<file path="src/hdl/chunky_to_planar_mapper_defines.svh">
// Assertion macros used by the mapper's top-level RTL file.
`ifndef CHUNKY_TO_PLANAR_MAPPER_DEFINES_SVH
`define CHUNKY_TO_PLANAR_MAPPER_DEFINES_SVH

// Same-cycle implication, disabled while reset is asserted.
`define CPM_ASSERT_IMPLY(label, clk, rst_n, ante, cons, msg) \
	label: assert property (@(posedge clk) disable iff (!rst_n) (ante) |-> (cons)) \
		else $error(msg);

// Next-cycle implication, disabled while reset is asserted.
`define CPM_ASSERT_NEXT(label, clk, rst_n, ante, cons, msg) \
	label: assert property (@(posedge clk) disable iff (!rst_n) (ante) |=> (cons)) \
		else $error(msg);

`endif

</file>
<file path="src/hdl/cpm_pkg.sv">
`timescale 1ns / 1ps
package cpm_pkg;

	localparam int MAX_WIDTH  = 320;
	localparam int MAX_HEIGHT = 200;

	localparam int COL_W    = 9;
	localparam int ROW_W    = 8;
	localparam int PIX_W    = 8;
	localparam int COLOR_W  = 4;
	localparam int WORD_W   = 16;
	localparam int ADDR_W   = 14;
	localparam int PLANES   = 4;
	localparam int PLANE_W  = 2;
	localparam int MAP_DEPTH = 256;

	// Register indexes on the configuration port
	localparam logic CFG_FRAME_WIDTH  = 1'b0;
	localparam logic CFG_FRAME_HEIGHT = 1'b1;

	typedef enum logic [1:0] {
		CMD_PIXEL       = 2'd0,
		CMD_MAP_WRITE   = 2'd1,
		CMD_MAP_RESTORE = 2'd2
	} command_t;

endpackage

</file>
<file path="src/hdl/cpm_ram.sv">
`timescale 1ns / 1ps
module cpm_ram #(
	parameter int WIDTH = 4,
	parameter int DEPTH = 256
) (
	input  logic                     clk,
	input  logic                     we,
	input  logic [$clog2(DEPTH)-1:0] waddr,
	input  logic [WIDTH-1:0]         wdata,
	input  logic                     re,
	input  logic [$clog2(DEPTH)-1:0] raddr,
	output logic [WIDTH-1:0]         rdata
);

	logic [WIDTH-1:0] mem [DEPTH];

	// Read-first: a read and a write to the same address return the old entry.
	always_ff @(posedge clk) begin
		if (we) begin
			mem[waddr] <= wdata;
		end
		if (re) begin
			rdata <= mem[raddr];
		end
	end

endmodule

</file>
<file path="src/hdl/chunky_to_planar_mapper.sv">
`timescale 1ns / 1ps
// Channel   Direction  Handshake            Contents
// cfg       in         cfg_we               cfg_index, cfg_data
// s_axis    in         s_tvalid / s_tready  tuser command, tdata pixel and map colour
// m_axis    out        m_tvalid / m_tready  tdata plane word and address, tuser plane, frame end
//
// One word is taken every cycle unless the input stage stalls; each item passes one input
// stage, where the map RAM read lands, and then commits into the plane accumulators and
// counters. A completed group of 16 pixels loads a four-word output buffer that drains one
// word per cycle while m_tready is high. A group completion stalls the input stage only while
// the previous burst is still in that buffer. Reset restores the identity map at once through
// per-entry valid bits and clears the counters; a configuration write restarts the frame.
`include "chunky_to_planar_mapper_defines.svh"
module chunky_to_planar_mapper (
	input  logic        clk,
	input  logic        arst_n,
	input  logic        cfg_we,
	input  logic        cfg_index,
	input  logic [8:0]  cfg_data,
	input  logic        s_tvalid,
	output logic        s_tready,
	input  logic [15:0] s_tdata,  // [7:0] pixel_value, [11:8] map_color, [15:12] zero
	input  logic [1:0]  s_tuser,  // [1:0] command
	output logic        m_tvalid,
	input  logic        m_tready,
	output logic [31:0] m_tdata,  // [15:0] plane_word, [29:16] word_address, [31:30] zero
	output logic [2:0]  m_tuser,  // [1:0] plane_number, [2] frame_end
	output logic        m_tlast
);

	localparam int CW = cpm_pkg::COL_W;
	localparam int RW = cpm_pkg::ROW_W;
	localparam int AW = cpm_pkg::ADDR_W;
	localparam int WW = cpm_pkg::WORD_W;
	localparam int KW = cpm_pkg::COLOR_W;
	localparam int PW = cpm_pkg::PIX_W;
	localparam int NP = cpm_pkg::PLANES;
	localparam int GW = CW - 4;

	// Configuration registers
	logic [CW-1:0] frame_width_q;
	logic [RW-1:0] frame_height_q;
	logic [CW-1:0] w_eff;
	logic [RW-1:0] h_eff;

	// Input stage
	logic          valid_s1;
	logic [1:0]    cmd_s1;
	logic [PW-1:0] pix_s1;
	logic [KW-1:0] color_in_s1;
	logic          fwd_hit_s1;
	logic [KW-1:0] fwd_color_s1;

	// Frame state
	logic [CW-1:0] col_q;
	logic [RW-1:0] row_q;
	logic [AW-1:0] row_base_q;
	logic [WW-1:0] acc_q [NP];
	logic [cpm_pkg::MAP_DEPTH-1:0] map_valid_q;

	// Output burst buffer
	logic          burst_valid_q;
	logic [1:0]    burst_idx_q;
	logic [WW-1:0] burst_word_q [NP];
	logic [AW-1:0] burst_base_q;
	logic          burst_final_q;

	logic [KW-1:0] ram_rdata;
	logic [KW-1:0] color_s1;
	logic [WW-1:0] acc_next [NP];
	logic [WW-1:0] bit_mask;
	logic [GW-1:0] grp;
	logic [GW-1:0] groups;
	logic          is_pix, take_s1, done_s1, stall_s1, commit, accept;
	logic          last_col, last_row, final_group;
	logic [AW-1:0] out_addr;

	always_comb begin
		w_eff = frame_width_q;
		if (frame_width_q == '0 || frame_width_q > CW'(cpm_pkg::MAX_WIDTH)) begin
			w_eff = CW'(cpm_pkg::MAX_WIDTH);
		end
		h_eff = frame_height_q;
		if (frame_height_q == '0 || {1'b0, frame_height_q} > (RW + 1)'(cpm_pkg::MAX_HEIGHT)) begin
			h_eff = RW'(cpm_pkg::MAX_HEIGHT);
		end
	end

	assign groups   = w_eff[CW-1:4];
	assign grp      = col_q[CW-1:4];
	assign is_pix   = (cmd_s1 == cpm_pkg::CMD_PIXEL);
	assign take_s1  = is_pix && (col_q < {groups, 4'b0000});
	assign done_s1  = take_s1 && (col_q[3:0] == 4'hF);
	assign stall_s1 = valid_s1 && done_s1 && burst_valid_q;
	assign commit   = valid_s1 && !stall_s1;
	assign s_tready = !stall_s1;
	assign accept   = s_tvalid && s_tready;

	assign last_col    = ({1'b0, col_q} + (CW + 1)'(1)) >= {1'b0, w_eff};
	assign last_row    = ({1'b0, row_q} + (RW + 1)'(1)) >= {1'b0, h_eff};
	assign final_group = (grp == groups - GW'(1)) && last_row;

	// A map write committed on the same edge as the next read is not yet visible in
	// the RAM output, so its colour is forwarded.
	always_comb begin
		if (fwd_hit_s1) begin
			color_s1 = fwd_color_s1;
		end else if (map_valid_q[pix_s1]) begin
			color_s1 = ram_rdata;
		end else begin
			color_s1 = pix_s1[KW-1:0];
		end
	end

	assign bit_mask = WW'(16'h8000) >> col_q[3:0];

	always_comb begin
		for (int p = 0; p < NP; p++) begin
			acc_next[p] = (acc_q[p] & ~bit_mask) | (color_s1[p] ? bit_mask : '0);
		end
	end

	cpm_ram #(
		.WIDTH(cpm_pkg::COLOR_W),
		.DEPTH(cpm_pkg::MAP_DEPTH)
	) u_map (
		.clk  (clk),
		.we   (commit && cmd_s1 == cpm_pkg::CMD_MAP_WRITE),
		.waddr(pix_s1),
		.wdata(color_in_s1),
		.re   (accept),
		.raddr(s_tdata[PW-1:0]),
		.rdata(ram_rdata)
	);

	always_ff @(posedge clk or negedge arst_n) begin
		if (!arst_n) begin
			frame_width_q  <= CW'(cpm_pkg::MAX_WIDTH);
			frame_height_q <= RW'(cpm_pkg::MAX_HEIGHT);
		end else if (cfg_we) begin
			unique case (cfg_index)
				cpm_pkg::CFG_FRAME_WIDTH:  frame_width_q  <= cfg_data;
				cpm_pkg::CFG_FRAME_HEIGHT: frame_height_q <= cfg_data[RW-1:0];
				default: ;
			endcase
		end
	end

	always_ff @(posedge clk or negedge arst_n) begin
		if (!arst_n) begin
			valid_s1 <= 1'b0;
		end else if (accept) begin
			valid_s1 <= 1'b1;
		end else if (commit) begin
			valid_s1 <= 1'b0;
		end
	end

	always_ff @(posedge clk) begin
		if (accept) begin
			cmd_s1       <= s_tuser;
			pix_s1       <= s_tdata[PW-1:0];
			color_in_s1  <= s_tdata[PW+KW-1:PW];
			fwd_hit_s1   <= commit && cmd_s1 == cpm_pkg::CMD_MAP_WRITE
				&& pix_s1 == s_tdata[PW-1:0];
			fwd_color_s1 <= color_in_s1;
		end
	end

	always_ff @(posedge clk or negedge arst_n) begin
		if (!arst_n) begin
			map_valid_q <= '0;
		end else if (commit) begin
			if (cmd_s1 == cpm_pkg::CMD_MAP_RESTORE) begin
				map_valid_q <= '0;
			end else if (cmd_s1 == cpm_pkg::CMD_MAP_WRITE) begin
				map_valid_q[pix_s1] <= 1'b1;
			end
		end
	end

	always_ff @(posedge clk or negedge arst_n) begin
		if (!arst_n) begin
			col_q      <= '0;
			row_q      <= '0;
			row_base_q <= '0;
			for (int p = 0; p < NP; p++) begin
				acc_q[p] <= '0;
			end
		end else if (cfg_we) begin
			col_q      <= '0;
			row_q      <= '0;
			row_base_q <= '0;
			for (int p = 0; p < NP; p++) begin
				acc_q[p] <= '0;
			end
		end else if (commit && is_pix) begin
			if (take_s1) begin
				for (int p = 0; p < NP; p++) begin
					acc_q[p] <= done_s1 ? '0 : acc_next[p];
				end
			end
			if (last_col) begin
				col_q <= '0;
				if (last_row) begin
					row_q      <= '0;
					row_base_q <= '0;
				end else begin
					row_q      <= row_q + RW'(1);
					row_base_q <= row_base_q + AW'(w_eff[CW-1:2]);
				end
			end else begin
				col_q <= col_q + CW'(1);
			end
		end
	end

	always_ff @(posedge clk or negedge arst_n) begin
		if (!arst_n) begin
			burst_valid_q <= 1'b0;
			burst_idx_q   <= '0;
		end else if (commit && done_s1) begin
			burst_valid_q <= 1'b1;
			burst_idx_q   <= '0;
		end else if (m_tvalid && m_tready) begin
			if (burst_idx_q == 2'd3) begin
				burst_valid_q <= 1'b0;
			end
			burst_idx_q <= burst_idx_q + 2'd1;
		end
	end

	always_ff @(posedge clk) begin
		if (commit && done_s1) begin
			for (int p = 0; p < NP; p++) begin
				burst_word_q[p] <= acc_next[p];
			end
			burst_base_q  <= row_base_q + AW'({grp, 2'b00});
			burst_final_q <= final_group;
		end
	end

	assign out_addr = burst_base_q + AW'(burst_idx_q);
	assign m_tvalid = burst_valid_q;
	assign m_tdata  = {2'b00, out_addr, burst_word_q[burst_idx_q]};
	assign m_tlast  = (burst_idx_q == 2'd3);
	assign m_tuser  = {burst_final_q && m_tlast, burst_idx_q};

	`CPM_ASSERT_IMPLY(a_no_burst_overrun, clk, arst_n, commit && done_s1, !burst_valid_q,
		"group completed while the previous burst was still pending")
	`CPM_ASSERT_IMPLY(a_column_in_row, clk, arst_n, 1'b1, col_q < w_eff,
		"column count reached the effective width")
	`CPM_ASSERT_NEXT(a_burst_ends, clk, arst_n, m_tvalid && m_tready && m_tlast, !m_tvalid,
		"burst buffer still valid after its fourth word")
	`CPM_ASSERT_NEXT(a_stall_holds_item, clk, arst_n, valid_s1 && !s_tready,
		valid_s1 && $stable(pix_s1) && $stable(cmd_s1), "stalled input stage lost its item")

endmodule
</file>
<file path="config.mk">
export PLATFORM = sky130hd
export DESIGN_NAME = chunky_to_planar_mapper
export DESIGN_NICKNAME = d
export VERILOG_FILES = /design/src/hdl/cpm_pkg.sv /design/src/hdl/cpm_ram.sv /design/src/hdl/chunky_to_planar_mapper.sv
export VERILOG_INCLUDE_DIRS = /design/src /design/src/hdl
export SDC_FILE = /design/constraint.sdc
export NUM_CORES = 2
export LEC_CHECK = 0
export BUFFER_PORTS_ARGS = -buffer_cell sky130_fd_sc_hd__buf_2
export CORE_ASPECT_RATIO = 0.7
export CORE_MARGIN = 8
export CORE_UTILIZATION = 40
export CTS_CLUSTER_SIZE = 16
export DETAILED_ROUTE_END_ITERATION = 8
export GPL_TIMING_DRIVEN = 1
export MAX_ROUTING_LAYER = met4
export PLACE_DENSITY = 0.6
export SKIP_CTS_REPAIR_TIMING = 1
export SYNTH_ARGS = -nofsm -noshare
export SYNTH_HDL_FRONTEND = slang
export SYNTH_SLANG_ARGS = --single-unit
</file>
<file path="constraint.sdc">
create_clock -name clk -period 18.08 [get_ports clk]
set_input_delay 3.616 -clock clk [delete_from_list [all_inputs] [get_ports clk]]
set_output_delay 3.616 -clock clk [all_outputs]
set_load 0.05 [all_outputs]
</file>
# Yosys cells after proc, flatten, opt, wreduce, memory -nomap -nowiden
# Memory sizes are Yosys's and may differ from the RTL's. A register that Yosys moved wholly into a read port is not among the register bits.
# Cells that the tools add are included.
# Widths: inputs -> output; s select.
op_classes:
  addsub: 9
  magnitude_cmp: 7
  eq_ne: 6
  shift: 1
  muxes: 43
  bitwise: 11
  n_reduce_logical: 33
ops:
  columns: ["operator", "count"]
  rows:
  - ["$mux 256", 2]
  - ["$or 256x256->256", 1]
  - ["$mux 64", 3]
  - ["$mux 16", 8]
  - ["$and 16x16->16", 4]
  - ["$or 16x16->16", 4]
  - ["$mux 14", 4]
  - ["$mux 8", 5]
  - ["$mux 9", 4]
  - ["$add 14x7->14", 2]
  - ["$not 16->16", 1]
  - ["$shr 16x4->16 const A", 1]
  - ["$add 14x2->14", 1]
  - ["$logic_and 1x1->1", 14]
  - ["$reduce_bool 2->1", 7]
  - ["$reduce_and 2->1", 6]
  - ["$mux 1", 11]
  - ["$add 9x1->10 const B", 1]
  - ["$ge 10x9->1", 1]
  - ["$add 8x1->9 const B", 1]
  - ["$add 9x1->9 const B", 1]
  - ["$ge 9x8->1", 1]
  - ["$gt 9x9->1 const B", 1]
  - ["$logic_not 9->1", 1]
  - ["other kinds (21)", 25]
totals:
  ff_bits: 406
  mem_bits_rw: 1088
  in_bits: 33
  out_inout_bits: 38
  elab_cells: 132
  memories: 2
mem_list:
  columns: ["name", "depth", "width", "read_ports", "rd_clocked_by_memory_dff", "write_ports", "line_no", "source"]
  rows:
  - ["u_map.mem", 256, 4, 1, 1, 1, "cpm_ram.sv:15", "logic [WIDTH-1:0] mem [DEPTH];"]
  - ["burst_word_q", 4, 16, 1, 0, 4, "chunky_to_planar_mapper.sv:64", "logic [WW-1:0] burst_word_q [NP];"]

# Depth between registers and ports, before layout
depth:
  word_depth: 13
  mapped_depth: 18

# Modules after synthesis
# From an unflattened synthesis, not the netlist that was laid out.
unflattened:
  cells_unflattened: 4167
  hier_area_um2: 63920.1
by_module_without_submodules:
  columns: ["mod", "n_inst", "cells_each", "area_per_inst_um2", "seq_area_each_um2"]
  rows:
  - ["cpm_ram", 1, 2051, 40715.3, 30869.6]
  - ["chunky_to_planar_mapper", 1, 2116, 23204.8, 12258.0]

# Worst setup path before layout
# No wires, ideal clock.
synth_timing:
  kind: "reg-to-reg"
  from: "register frame_width_q[0]"
  to: "register burst_base_q[0] (enable)"
  setup_ns: 0.613
  arrival_ns: 7.898
  required_time_ns: 17.467
  path_slack_ns: 9.569
  stages_incl_launch_ff: 13
  cell_sequence: "dfrtp_1 > nor4_1 > nand2_1 > a21o_1 > nand2_1 > o31a_1 > nand2_1 > ha_1 > nor2b_1 > o311ai_0 > a21oi_1 > or2_2 > nor3_1"
synth_between:
  elab_chain_cells: 11
synth_rtl:
  columns: ["element", "line_no", "source"]
  rows:
  - ["from (decl)", "chunky_to_planar_mapper.sv:41", "logic [CW-1:0] frame_width_q;"]
  - ["from (signal assigned)", "chunky_to_planar_mapper.sv:138", "frame_width_q <= CW'(cpm_pkg::MAX_WIDTH);"]
  - ["from (signal assigned)", "chunky_to_planar_mapper.sv:142", "cpm_pkg::CFG_FRAME_WIDTH: frame_width_q <= cfg_data;"]
  - ["$gt 9x9->1 or $logic_not 9->1 (tied branches)", "chunky_to_planar_mapper.sv:80", "if (frame_width_q == '0 || frame_width_q > CW'(cpm_pkg::MAX_WIDTH)) begin"]
  - ["$logic_or 1x1->1 (*)", "chunky_to_planar_mapper.sv:80", null]
  - ["$mux 9 (*)", "chunky_to_planar_mapper.sv:80", null]
  - ["$lt 9x9->1 (*)", "chunky_to_planar_mapper.sv:92", "assign take_s1 = is_pix && (col_q < {groups, 4'b0000});"]
  - ["$logic_and 1x1->1 (*)", "chunky_to_planar_mapper.sv:92", null]
  - ["$logic_and 1x1->1 (*)", "chunky_to_planar_mapper.sv:93", "assign done_s1 = take_s1 && (col_q[3:0] == 4'hF);"]
  - ["$logic_and 1x1->1 (2 in a row)", "chunky_to_planar_mapper.sv:94", "assign stall_s1 = valid_s1 && done_s1 && burst_valid_q;"]
  - ["$logic_not 1->1", "chunky_to_planar_mapper.sv:95", "assign commit = valid_s1 && !stall_s1;"]
  - ["$logic_and 1x1->1", "chunky_to_planar_mapper.sv:95", null]
  - ["$logic_and 1x1->1 (*)", "chunky_to_planar_mapper.sv:234", "if (commit && done_s1) begin"]
  - ["to (signal assigned)", "chunky_to_planar_mapper.sv:238", "burst_base_q <= row_base_q + AW'({grp, 2'b00});"]
  - ["to (decl)", "chunky_to_planar_mapper.sv:65", "logic [AW-1:0] burst_base_q;"]
# Mark *: on every way between the ends. The rest lies on a longest branch, timed or not.
# A chain may end at the register's enable or synchronous reset.

# Worst setup path after layout
layout_timing:
  from: "register frame_width_q[0]"
  to: "output port s_tready"
layout_between:
  elab_chain_cells: 9
layout_rtl:
  columns: ["element", "line_no", "source"]
  rows:
  - ["$gt 9x9->1 or $logic_not 9->1 (tied branches)", "chunky_to_planar_mapper.sv:80", null]
  - ["$logic_or 1x1->1 (*)", "chunky_to_planar_mapper.sv:80", null]
  - ["$mux 9 (*)", "chunky_to_planar_mapper.sv:80", null]
  - ["$lt 9x9->1 (*)", "chunky_to_planar_mapper.sv:92", null]
  - ["$logic_and 1x1->1 (*)", "chunky_to_planar_mapper.sv:92", null]
  - ["$logic_and 1x1->1 (*)", "chunky_to_planar_mapper.sv:93", null]
  - ["$logic_and 1x1->1 (*) (2 in a row)", "chunky_to_planar_mapper.sv:94", null]
  - ["$logic_not 1->1 (*)", "chunky_to_planar_mapper.sv:96", "assign s_tready = !stall_s1;"]
  - ["to (decl)", "chunky_to_planar_mapper.sv:21", "output logic s_tready,"]
# Marks and branches as above.

==> key figures <==
GRT
  – Largest net degree at the start of global routing: 234
  – GRT Util Overall: 18.8%
  – M3 GR Usage: 3.57%
  – First-pass GRT wire length: 239 mm
  – Met2 usage: 26.3%
  – M1 GR Usage: 28.4%
  – Antenna violations before repair: 9
  – Total grt overflow: 0
  – GRT Max-Usage Layer: met1
  – Number of global-route vias before repair: 35300

Flow run
  – Maxcap violations: 0

Detailed routing
  – Routed Wire Length: 159 mm
  – DRT iter0 DRCs: 3865
  – Via/cell ratio: 5.84
  – Remaining DRCs: 0
  – Drt pass-1 iters: 5
  – Antenna Violating Nets Remaining: 0
  – Wire length per cell: 25.8 µm
  – Detailed-route via count: 36000

STA
  – Max Freq: 131 MHz
  – Worst slew margin: 12.0%
  – Fin crit share: 42.4%
  – Setup violators final: 0
  – Final WS setup: 10.42 ns
  – Post-layout min period: 7.66 ns
  – Slew Limit Fails: 0
  – RSZ-0062 raised after global routing: false
  – Fin. Hold Viols: 0
  – Worst slew pin tran: 1.32 ns
  – Clock skew: 0.0282 ns
  – Setup TNS Final: 0 ns

Worst setup path
  – Worst reg-to-reg setup slack: 12.32 ns
  – Critical Path End Type: primary output
  – Worst-path fanout max: 8
  – Worst EP required: 14.46 ns
  – Worst EP arrival: 4.04 ns
  – Startpoint Class: flop
  – Setup Crit Path Kind: flop to primary output

Die
  – Die area: 0.172 mm²
  – # IOs: 71
  – Initial core utilization: 40.2%
  – Core Area: 0.158 mm²
  – Die Wd: 493 µm
  – # rows: 122
  – Die height: 350 µm

Power
  – Overall power: 0.00743 W
  – PD cells: 105 mW/mm²
  – Peak supply drop: 0.0951 mV
  – Static leakage: 24.4 nW

Place
  – IO buf count: 64
  – Dpl hpwl: 94.4 mm
  – Placed Cells: 5913
  – Routability Congestion: 0.802
  – Post-Place Setup Slack: 9.65 ns

Synth
  – Post-synth top cells: edfxtp_1 (1126), mux4_2 (392), nor2_1 (377), dfrtp_1 (367), a21oi_1 (276)
  – Count leader, synth: edfxtp_1
  – Netlist cell types: 78
  – Register area share after synthesis: 67.8%
  – Post-synth EDFFs: 1126
  – XOR/XNOR Fraction of Synth Area: 0.675%
  – Mux cell area share after synthesis: 15.5%
  – Ys async rst share: 24.8%
  – Area fraction in and, or, nand and nor cells after synthesis: 6.84%
  – Share of the synthesized area in the top cell type: 53.2%
  – Synth Instances: 3934
  – Ys Warns: 0
  – Syn avg cell area: 16.2 µm²
  – Area of the mapped netlist: 0.0636 mm²
  – Main flop type after synthesis: edfxtp_1
  – Top post-synthesis cells by area: edfxtp_1 (53%), dfrtp_1 (14%), mux4_2 (14%), nor2_1 (2.2%), a21oi_1 (2.2%)
  – Main combinational cell family by area after synthesis: multiplexers
  – Yosys reg bits: 1498
  – Yosys top cell by area: edfxtp_1
  – Compound-Gate Fraction of Synth Area: 5.83%
  – Adder-cell share of the synthesized area: 1.02%

Layout
  – Final std cells w/o fill: 6171
  – Final core utilization: 44.7%
  – Area Overhead vs Synth: 11.2%
  – Nets: 4030
  – Share of cells above drive strength 1: 21.1%

Clock network
  – CTS H-tree depth: 4
  – Worst-Skew Late Latency: 0.76 ns
  – Clock transition at path regs: 0.06 ns
  – Clock sink total: 1498
  – TritonCTS clock tree: done
  – Clock root buffer: clkbuf_16
  – Total CTS buffers: 140
  – Max clock buf depth: 3

Worst hold path
  – Hold Crit Class: flop to flop

Outcome
  – Run status: completed
[layout make-up]
class,instances,area (µm²)
Clock inverter,78,723
Timing Repair Buffer,150,1040
Sequential cell,1498,43100
Clock buffer,176,3890
Inverter,43,161
Antenna cell,4,10.0
Fill cell,13600,87300
Multi-Input combinational cell,2114,19100
Tap cell,2108,2640
[placed cells by master (no fill, tap or decap), drive strengths merged, types with 10 or more instances in the layout]
| master | synthesis | final |
|---|---|---|
| bufinv | 0 | 12 |
| clkinv | 2 | 53 |
| xor2 | 11 | 11 |
| buf | 121 | 150 |
| xnor2 | 38 | 38 |
| edfxtp | 1126 | 1126 |
| nand2 | 270 | 270 |
| mux2 | 20 | 20 |
| a21o | 10 | 10 |
| nand2b | 15 | 15 |
| nor3 | 236 | 236 |
| inv | 41 | 48 |
| ha | 47 | 47 |
| nor2 | 377 | 377 |
| nand3 | 60 | 60 |
| dfrtp | 367 | 367 |
| mux2i | 15 | 15 |
| mux4 | 416 | 416 |
| o21ai | 43 | 43 |
| clkbuf | 159 | 176 |
| o31ai | 131 | 131 |
| a21oi | 276 | 276 |
| nor2b | 15 | 15 |
| and2 | 11 | 11 |
[power by group]
group	internal, W	switching (W)
sequential	0.00374	0.0000401
clock	0.00170	0.00131
combinational	0.000219	0.000422
total	0.00566	0.00177
[worst max-delay path, cell delays in order (launching register included)]
cell and delay (ns):
dfrtp_1 0.43, nor4_1 0.37, nand2_1 0.13, a21o_1 0.19, nand2_1 0.06, o31a_1 0.27
nand2_1 0.22, ha_1 0.33, nor2b_1 0.15, o311ai_0 0.12, a21oi_1 0.44, nor2_1 0.13
nand3_1 0.17, buf_2 0.29
[path summary, 6_finish.rpt]
path,start,end,depth (start not counted)
max,frame_width_q[0],s_tready,13
min,acc_q[39],acc_q[39],2
max reg2reg,frame_width_q[0],u_map.mem[24][0],15
min reg2reg,acc_q[39],acc_q[39],2
max in group asynchronous,arst_n,map_valid_q[180],3
min in group asynchronous,arst_n,acc_q[53],1
[through the flow]
stage | instance area, µm² | hold WS [ns]
3_3_place_gp | 66100 | 0.460
5_1_grt | 70700 | 0.499
6_report | 70700 | 0.477
4_1_cts | 70700 | 0.481
3_5_place_dp | 66100 | 0.467
2_1_floorplan | 63600 | 0.447
[metal layers]
| layer | wire length, µm | vias up | share of wire, % |
|---|---|---|---|
| met1 | 74200 | 18900 | 47 |
| met3 | 13200 | 214 | 8.3 |
| met5 | 0 | - | 0 |
| li1 | - | 15400 | - |
| met2 | 69100 | 1482 | 43 |
| met4 | 2890 | 0 | 1.8 |
[sequential cells by signal, summed over array words and instances (netlist names)]
signal	flops
u_map.mem	1024
map_valid_q	256
acc_q	64
burst_word_q	64
burst_base_q	14
row_base_q	14
col_q	9
frame_width_q	9
frame_height_q	8
pix_s1	8
row_q	8
color_in_s1	4
fwd_color_s1	4
u_map.rdata	4
burst_idx_q	2
cmd_s1	2
burst_final_q	1
fwd_hit_s1	1
m_tvalid	1
valid_s1	1
[logic make-up after synthesis]
group,after synthesis
AOI/OAI and AO/OA,550
xor gates and xnor gates,49
adders and majority gates,50
buffers and inverters,323
DFF,1498
muxes,451
other,1
and+or+nand+nor,1012
(Power assumes the default switching activity.)
